$ cat config.mk
export PLATFORM = sky130hd
export DESIGN_NAME = usb_standard_request_responder
export DESIGN_NICKNAME = d
export VERILOG_FILES = /design/src/sv/usbsr_pkg.sv /design/src/sv/usbsr_classify.sv /design/src/sv/usbsr_queue.sv /design/src/sv/usbsr_emitter.sv /design/src/sv/usb_standard_request_responder.sv
export SDC_FILE = /design/constraint.sdc
export NUM_CORES = 1
export LEC_CHECK = 0
export BUFFER_PORTS_ARGS = -buffer_cell sky130_fd_sc_hd__clkbuf_2
export CORE_MARGIN = 5
export CORE_UTILIZATION = 31
export CTS_BUF_LIST = sky130_fd_sc_hd__clkbuf_16
export CTS_CLUSTER_DIAMETER = 30
export DETAILED_ROUTE_END_ITERATION = 10
export GPL_ROUTABILITY_DRIVEN = 1
export PLACE_DENSITY = 0.5
export SYNTH_ARGS = -nofsm -noshare
export SYNTH_HDL_FRONTEND = slang
export SYNTH_SLANG_ARGS = --single-unit
$ cat constraint.sdc
create_clock -name clk -period 4.2 [get_ports clk]
set_input_delay 0.21 -clock clk [delete_from_list [all_inputs] [get_ports clk]]
set_output_delay 0.21 -clock clk [all_outputs]
set_load 0.05 [all_outputs]
$ cat src/sv/usbsr_pkg.sv
`default_nettype none
package usbsr_pkg;

  // result actions
  localparam logic [2:0] ACT_DATA        = 3'd0;
  localparam logic [2:0] ACT_EMPTY       = 3'd1;
  localparam logic [2:0] ACT_STATUS      = 3'd2;
  localparam logic [2:0] ACT_STATUS_ADDR = 3'd3;
  localparam logic [2:0] ACT_STALL       = 3'd4;

  // standard request codes
  localparam logic [7:0] REQ_GET_STATUS        = 8'd0;
  localparam logic [7:0] REQ_SET_ADDRESS       = 8'd5;
  localparam logic [7:0] REQ_GET_DESCRIPTOR    = 8'd6;
  localparam logic [7:0] REQ_GET_CONFIGURATION = 8'd8;
  localparam logic [7:0] REQ_SET_CONFIGURATION = 8'd9;
  localparam logic [7:0] REQ_GET_INTERFACE     = 8'd10;
  localparam logic [7:0] REQ_SET_INTERFACE     = 8'd11;

  // descriptor types
  localparam logic [7:0] DESC_DEVICE      = 8'd1;
  localparam logic [7:0] DESC_CONFIG      = 8'd2;
  localparam logic [7:0] DESC_QUALIFIER   = 8'd6;
  localparam logic [7:0] DESC_OTHER_SPEED = 8'd7;

  // reply sources
  localparam logic [2:0] SRC_DEVICE      = 3'd0;
  localparam logic [2:0] SRC_CONFIG      = 3'd1;
  localparam logic [2:0] SRC_QUALIFIER   = 3'd2;
  localparam logic [2:0] SRC_OTHER_SPEED = 3'd3;
  localparam logic [2:0] SRC_ZERO        = 3'd4;
  localparam logic [2:0] SRC_ONE         = 3'd5;

  localparam int LEN_W = 5;

  localparam logic [LEN_W-1:0] SIZE_DEVICE    = 5'd18;
  localparam logic [LEN_W-1:0] SIZE_CONFIG    = 5'd25;
  localparam logic [LEN_W-1:0] SIZE_QUALIFIER = 5'd10;

  localparam logic [7:0] DEVICE_ROM [0:17] = '{
    8'd18, 8'd1, 8'h00, 8'h02, 8'd0, 8'd0, 8'd0, 8'd64,
    8'hac, 8'h05, 8'h41, 8'h4c, 8'h00, 8'h01,
    8'd0, 8'd0, 8'd0, 8'd1
  };

  localparam logic [7:0] CONFIG_ROM [0:24] = '{
    8'd9, 8'd2, 8'd25, 8'd0, 8'd1, 8'd1, 8'd0, 8'h80, 8'd50,
    8'd9, 8'd4, 8'd0, 8'd0, 8'd1, 8'hff, 8'd0, 8'd0, 8'd0,
    8'd7, 8'd5, 8'h02, 8'h02, 8'h00, 8'h02, 8'd0
  };

  localparam logic [7:0] QUALIFIER_ROM [0:9] = '{
    8'd10, 8'd6, 8'h00, 8'h02, 8'd0, 8'd0, 8'd0, 8'd64, 8'd1, 8'd0
  };

  localparam logic [7:0] OTHER_SPEED_ROM [0:24] = '{
    8'd9, 8'd7, 8'd25, 8'd0, 8'd1, 8'd1, 8'd0, 8'h80, 8'd50,
    8'd9, 8'd4, 8'd0, 8'd0, 8'd1, 8'hff, 8'd0, 8'd0, 8'd0,
    8'd7, 8'd5, 8'h02, 8'h02, 8'h40, 8'h00, 8'd0
  };

  // one classified setup packet
  typedef struct packed {
    logic             is_data;
    logic [2:0]       src;
    logic [LEN_W-1:0] len;
    logic [2:0]       action;
    logic [6:0]       addr;
    logic             done;
  } cmd_t;

  function automatic logic [7:0] rom_byte(input logic [2:0] src,
                                          input logic [LEN_W-1:0] idx);
    logic [7:0] b;
    b = 8'h00;
    case (src)
      SRC_DEVICE:      b = DEVICE_ROM[idx];
      SRC_CONFIG:      b = CONFIG_ROM[idx];
      SRC_QUALIFIER:   b = QUALIFIER_ROM[idx[3:0]];
      SRC_OTHER_SPEED: b = OTHER_SPEED_ROM[idx];
      SRC_ONE:         b = 8'd1;
      default:         b = 8'h00;
    endcase
    return b;
  endfunction

endpackage
`default_nettype wire

$ cat src/sv/usbsr_classify.sv
`default_nettype none
module usbsr_classify (
  input  wire logic [7:0]  setup_type,
  input  wire logic [7:0]  request_code,
  input  wire logic [7:0]  value_high,
  input  wire logic [7:0]  value_low,
  input  wire logic [15:0] max_reply_length,
  output usbsr_pkg::cmd_t  cmd
);
  import usbsr_pkg::*;

  logic             data_req;
  logic [2:0]       src;
  logic [LEN_W-1:0] size;

  always_comb begin
    cmd      = '0;
    data_req = 1'b0;
    src      = SRC_ZERO;
    size     = '0;
    if (setup_type[7]) begin
      case (request_code)
        REQ_GET_DESCRIPTOR: begin
          case (value_high)
            DESC_DEVICE: begin
              data_req = 1'b1; src = SRC_DEVICE; size = SIZE_DEVICE;
            end
            DESC_CONFIG: begin
              data_req = 1'b1; src = SRC_CONFIG; size = SIZE_CONFIG;
            end
            DESC_QUALIFIER: begin
              data_req = 1'b1; src = SRC_QUALIFIER; size = SIZE_QUALIFIER;
            end
            DESC_OTHER_SPEED: begin
              data_req = 1'b1; src = SRC_OTHER_SPEED; size = SIZE_CONFIG;
            end
            default: cmd.action = ACT_STALL;
          endcase
        end
        REQ_GET_STATUS: begin
          data_req = 1'b1; src = SRC_ZERO; size = 5'd2;
        end
        REQ_GET_CONFIGURATION: begin
          data_req = 1'b1; src = SRC_ONE; size = 5'd1;
        end
        REQ_GET_INTERFACE: begin
          data_req = 1'b1; src = SRC_ZERO; size = 5'd1;
        end
        default: cmd.action = ACT_STALL;
      endcase
    end else begin
      case (request_code)
        REQ_SET_ADDRESS: begin
          cmd.action = ACT_STATUS_ADDR;
          cmd.addr   = value_low[6:0];
        end
        REQ_SET_CONFIGURATION: begin
          cmd.action = ACT_STATUS;
          cmd.done   = 1'b1;
        end
        REQ_SET_INTERFACE: cmd.action = ACT_STATUS;
        default:           cmd.action = ACT_STALL;
      endcase
    end
    cmd.is_data = data_req;
    cmd.src     = src;
    // cut the reply to wLength
    if (max_reply_length < {{(16-LEN_W){1'b0}}, size}) begin
      cmd.len = max_reply_length[LEN_W-1:0];
    end else begin
      cmd.len = size;
    end
  end

endmodule
`default_nettype wire

$ cat src/sv/usbsr_queue.sv
`default_nettype none
module usbsr_queue (
  input  wire logic       clk,
  input  wire logic       rst,
  input  wire logic       push,
  input  wire usbsr_pkg::cmd_t push_cmd,
  input  wire logic       pop,
  output usbsr_pkg::cmd_t head,
  output logic            empty,
  output logic            full
);
  import usbsr_pkg::*;

  cmd_t       entry [0:1];
  logic       wr_ptr;
  logic       rd_ptr;
  logic [1:0] count;

  assign head  = entry[rd_ptr];
  assign empty = (count == 2'd0);
  assign full  = (count == 2'd2);

  always_ff @(posedge clk) begin
    if (push) begin
      entry[wr_ptr] <= push_cmd;
    end
  end

  always_ff @(posedge clk) begin
    if (rst) begin
      wr_ptr <= 1'b0;
      rd_ptr <= 1'b0;
      count  <= 2'd0;
    end else begin
      if (push) wr_ptr <= ~wr_ptr;
      if (pop) rd_ptr <= ~rd_ptr;
      case ({push, pop})
        2'b10:   count <= count + 2'd1;
        2'b01:   count <= count - 2'd1;
        default: count <= count;
      endcase
    end
  end

endmodule
`default_nettype wire

$ cat src/sv/usbsr_emitter.sv
`default_nettype none
module usbsr_emitter (
  input  wire logic       clk,
  input  wire logic       rst,
  input  wire usbsr_pkg::cmd_t head,
  input  wire logic       empty,
  output logic            pop,
  output logic            strobe,
  output logic [2:0]      action,
  output logic [7:0]      data_byte,
  output logic [6:0]      device_address,
  output logic            enumeration_done,
  output logic            last_of_reply
);
  import usbsr_pkg::*;

  cmd_t             cur;
  logic             active;
  logic [LEN_W-1:0] idx;
  logic             last_now;
  logic             take;

  always_comb begin
    if (cur.is_data && (cur.len != '0)) begin
      last_now = (idx == cur.len - 5'd1);
    end else begin
      last_now = 1'b1;
    end
  end

  assign take = (!active || last_now) && !empty;
  assign pop  = take;

  always_ff @(posedge clk) begin
    if (rst) begin
      active <= 1'b0;
      strobe <= 1'b0;
    end else begin
      strobe <= active;
      if (take) begin
        active <= 1'b1;
      end else if (last_now) begin
        active <= 1'b0;
      end
    end
  end

  always_ff @(posedge clk) begin
    if (take) begin
      cur <= head;
      idx <= '0;
    end else begin
      idx <= idx + 5'd1;
    end
    // result registers
    last_of_reply <= last_now;
    if (cur.is_data) begin
      device_address   <= 7'd0;
      enumeration_done <= 1'b0;
      if (cur.len == '0) begin
        action    <= ACT_EMPTY;
        data_byte <= 8'h00;
      end else begin
        action    <= ACT_DATA;
        data_byte <= rom_byte(cur.src, idx);
      end
    end else begin
      action           <= cur.action;
      data_byte        <= 8'h00;
      device_address   <= cur.addr;
      enumeration_done <= cur.done;
    end
  end

endmodule
`default_nettype wire

$ cat src/sv/usb_standard_request_responder.sv
`default_nettype none
// channel   | handshake            | payload
// ----------+----------------------+------------------------------------------------
// setup in  | start high, busy low | setup_type, request_code, value_high,
//           |                      | value_low, max_reply_length
// result    | strobe high 1 cycle  | action, data_byte, device_address,
//           |                      | enumeration_done, last_of_reply
//
// one result per cycle: a setup packet gives 1 to 25 results of the emitter,
// set by the reply length (min of descriptor size and wLength, at least one)
// a setup passes the queue, the emitter's current command and the result registers;
// the two-entry queue lets the next packets be taken while a reply is still going out
// busy is high only when the queue holds two packets
// synchronous reset clears the queue and the emitter; results cannot be stalled
module usb_standard_request_responder (
  input  wire logic        clk,
  input  wire logic        rst,
  input  wire logic        start,
  output logic             busy,
  input  wire logic [7:0]  setup_type,
  input  wire logic [7:0]  request_code,
  input  wire logic [7:0]  value_high,
  input  wire logic [7:0]  value_low,
  input  wire logic [15:0] max_reply_length,
  output logic             strobe,
  output logic [2:0]       action,
  output logic [7:0]       data_byte,
  output logic [6:0]       device_address,
  output logic             enumeration_done,
  output logic             last_of_reply
);
  import usbsr_pkg::*;

  cmd_t new_cmd;
  cmd_t head;
  logic push;
  logic pop;
  logic empty;
  logic full;

  // front: decode the setup packet into a reply command
  usbsr_classify u_classify (
    .setup_type       (setup_type),
    .request_code     (request_code),
    .value_high       (value_high),
    .value_low        (value_low),
    .max_reply_length (max_reply_length),
    .cmd              (new_cmd)
  );

  assign busy = full;
  assign push = start && !full;

  // decouples the decoder from the byte emitter
  usbsr_queue u_queue (
    .clk      (clk),
    .rst      (rst),
    .push     (push),
    .push_cmd (new_cmd),
    .pop      (pop),
    .head     (head),
    .empty    (empty),
    .full     (full)
  );

  // back: steps through the reply, one result per cycle
  usbsr_emitter u_emitter (
    .clk              (clk),
    .rst              (rst),
    .head             (head),
    .empty            (empty),
    .pop              (pop),
    .strobe           (strobe),
    .action           (action),
    .data_byte        (data_byte),
    .device_address   (device_address),
    .enumeration_done (enumeration_done),
    .last_of_reply    (last_of_reply)
  );

endmodule
`default_nettype wire

==> run metrics <==
Crit path depth 8; Setup crit start kind flop; Synth area leaders edfxtp_1 44%, dfxtp_1 15%, mux2_2 5.7%; layout cells sized above 1 between 20 and 30%; initial antenna violation count 0; Final Net Count approximately 470; fmax between 0.3 and 0.4 GHz; final setup violation count 0; HPWL Detailed 5630 µm; # rows 42; total power draw 3.18 mW; Setup TNS 0 ps; Initial Util 31.4%; FF-to-FF path depth 8; H-tree depth 3; Critical Path Sink Type flop; fin crit share between 70% and 80%; # resized after CTS 0; largest net degree at the start of global routing 25; Hold Path Class primary input to flop; dpl cell area around 4700 µm²; Mapped Area between 4000 and 5000 µm²; gr usage total just over 10%; Syn Area/Cell approximately 12 µm²; die area approximately 16000 µm²; Root Buffer clkbuf_16; P&R area growth vs syn 19.5%; R2R Path End u_queue.count[1]; ys flop type edfxtp_1; ANT cells 0; crit path capture u_queue.count[1]; EDFF count, synth 60; worst setup path start u_emitter.idx[3]; CP arrival ~3300 ps; Synth warnings 0; final setup skew 8.07 ps; Worst-path clk slew 60 ps; final hold viol count 0; Hold WS about 160 ps; Cell variety after synth 55; first-pass GRT wire length around 13000 µm; Top delay family on crit path simple AND/OR/NAND/NOR gates; Die Height around 130 µm; worst-margin pin slew roughly 1100 ps; Critical-path top delay cell dfxtp_1; syn_nets 404; Syn Inst Count 340; P_sw 1.13 mW; Post-Layout Inst Area 4940 µm²; maximum VDD drop around 0.21 mV; cts bufs inserted 9; Routed WL per cell about 13 µm; CP Buf/Inv Count 0; TritonCTS clock tree yes; outcome finished clean; Max-Cap Viols 0; Slew headroom about a quarter; DRT Pass-1 Iters 6; sequential power share a little under half; total grt overflow 0; final max-slew violation count 0; Post-CTS Setup Bufs 0; number of global-route vias before repair roughly 2700; commonest non-fill, non-tap cell in the layout clkbuf_2; Clock Power Share 23.9%; Cell Int Power slightly above 2 mW; routed vias 2731; Max Buffers Root-to-Sink 2; hold buffers post-CTS 0; cell taking the most area after synthesis edfxtp_1; RSZ-0062 raised after global routing no; routability congestion estimate from global placement ~0.8; Sw Share about 35%; Sinks on Clock Net between 90 and 100; ANT nets after route 0; core area roughly 13000 µm²; reg-to-reg startpoint u_emitter.idx[3]; Comb power frac between 30 and 40%; Port Buffer Count 64; Die W 126 µm; asr flop ratio synth 0%; Required @ worst endpoint approximately 4500 ps; FILL cells 1275; worst reg-to-reg setup slack between 1000 and 1500 ps; DRC viols 0; 1st-iter DRT viols approximately 190; num ports 73; Yosys reg bits 91; Vias/cell 4.64; clock latency on the worst-skew pair 340 ps; most frequent cells in the layout 64 x clkbuf_2, 60 x edfxtp_1, 31 x dfxtp_1; total routed wirelength ~7900 µm; Slowest Stage Delay on Critical Path a little over 700 ps; P per Cell Area 643 nW/µm²; P_leak 1.88 nW; crit-path max FO 17; Synth top area share 43.5%; Tmin final 3020 ps; kind of critical path flop to flop; sequential area share after synthesis ~59%; critical path's most frequent cell xnor2_1; CP Cell Sequence xnor2_1, xnor2_1, or4_1, o211ai_2, and2_1, ha_1, or3_1, a21oi_1
## power groups by stage
stage / logic, mW / registers (mW) / clock network [mW]
final: 0.975 / 1.44 / 0.759
after global routing: 1.08 / 1.48 / 0.817
after CTS: 0.994 / 1.45 / 0.786
after detailed placement: 0.991 / 1.47 / 0
after global placement: 0.979 / 1.46 / 0
after floorplan: 0.644 / 1.53 / 0
## worst min-delay path by stage
| stage | start | end | slack, ps | cells past startpoint |
|---|---|---|---|---|
| finish | rst | u_queue.count[1] | 160 | 2 |
| global route | value_low[3] | u_queue.entry[1][4] | 170 | 2 |
| CTS | rst | u_queue.count[1] | 150 | 2 |
| detailed placement | u_emitter.cur[0] | u_emitter.enumeration_done | 440 | 1 |
| global placement | u_emitter.cur[5] | u_emitter.device_address[4] | 430 | 1 |
| floorplan | max_reply_length[0] | u_queue.entry[0][11] | 420 | 1 |
## Yosys cell counts (2+ instances only)
cell type / instances
a21boi_1: 3
o21ai_0: 11
edfxtp_1: 60
nand3_1: 9
buf_1: 2
nor2_1: 21
nor3b_1: 3
o22ai_1: 2
a31oi_1: 5
or3_1: 3
nand3b_1: 2
a22oi_1: 2
nand2b_1: 9
ha_1: 13
xnor2_1: 5
or4b_4: 2
and3_1: 3
inv_1: 14
o21ai_1: 2
a21oi_1: 17
nor2b_1: 18
inv_2: 2
and2_1: 10
nand2_1: 13
nor4_1: 8
mux2_2: 21
clkbuf_1: 8
mux2i_1: 5
nor3_1: 6
dfxtp_1: 31
xor2_1: 6
## registers in the layout, indices dropped and copies added (netlist names)
name / cells
u_emitter.action: 3
u_emitter.active: 1
u_emitter.cur: 20
u_emitter.data_byte: 8
u_emitter.device_address: 7
u_emitter.enumeration_done: 1
u_emitter.idx: 5
u_emitter.last_of_reply: 1
u_emitter.strobe: 1
u_queue.count: 2
u_queue.entry: 40
u_queue.rd_ptr: 1
u_queue.wr_ptr: 1
## layout make-up
| type | instances | area (µm²) | area share (%) |
|---|---|---|---|
| flip-flops and latches | 91 | 2420 | 49.0 |
| multi-input cells | 223 | 1620 | 32.7 |
| repair buffers | 66 | 335 | 6.78 |
| clock buffers | 10 | 250 | 5.06 |
| well taps | 176 | 220 | 4.45 |
| inverters | 16 | 60.1 | 1.21 |
| clock inverters | 6 | 38.8 | 0.784 |
## per-stage QoR
stage | util (%) | cells | worst slack (ps)
CTS | 37.5 | 588 | 1150
detailed placement | 35.3 | 572 | 952
floorplan | - | 340 | 990
global placement | 35.3 | 572 | 1030
global route | 37.5 | 588 | 900
finish | 37.5 | 588 | 1180
## metal layers
metal | wire length (µm) | global-route usage, %
met1 | 3660 | 13.2
met4 | 170 | 5.55
met3 | 337 | 2.05
met2 | 3770 | 16.4
met5 | 0 | 0
## logic make-up after synthesis
group           count (synthesis)  synth area share (%)
flops                          91                  58.5
mux                            27                  7.47
simple gates                  116                  16.3
xor+xnor                       11                  2.33
buf+inv                        26                  2.36
fa+ha+maj                      13                  3.93
compound gates                 56                  9.10
Note: power is estimated with default switching activity, not from simulation.
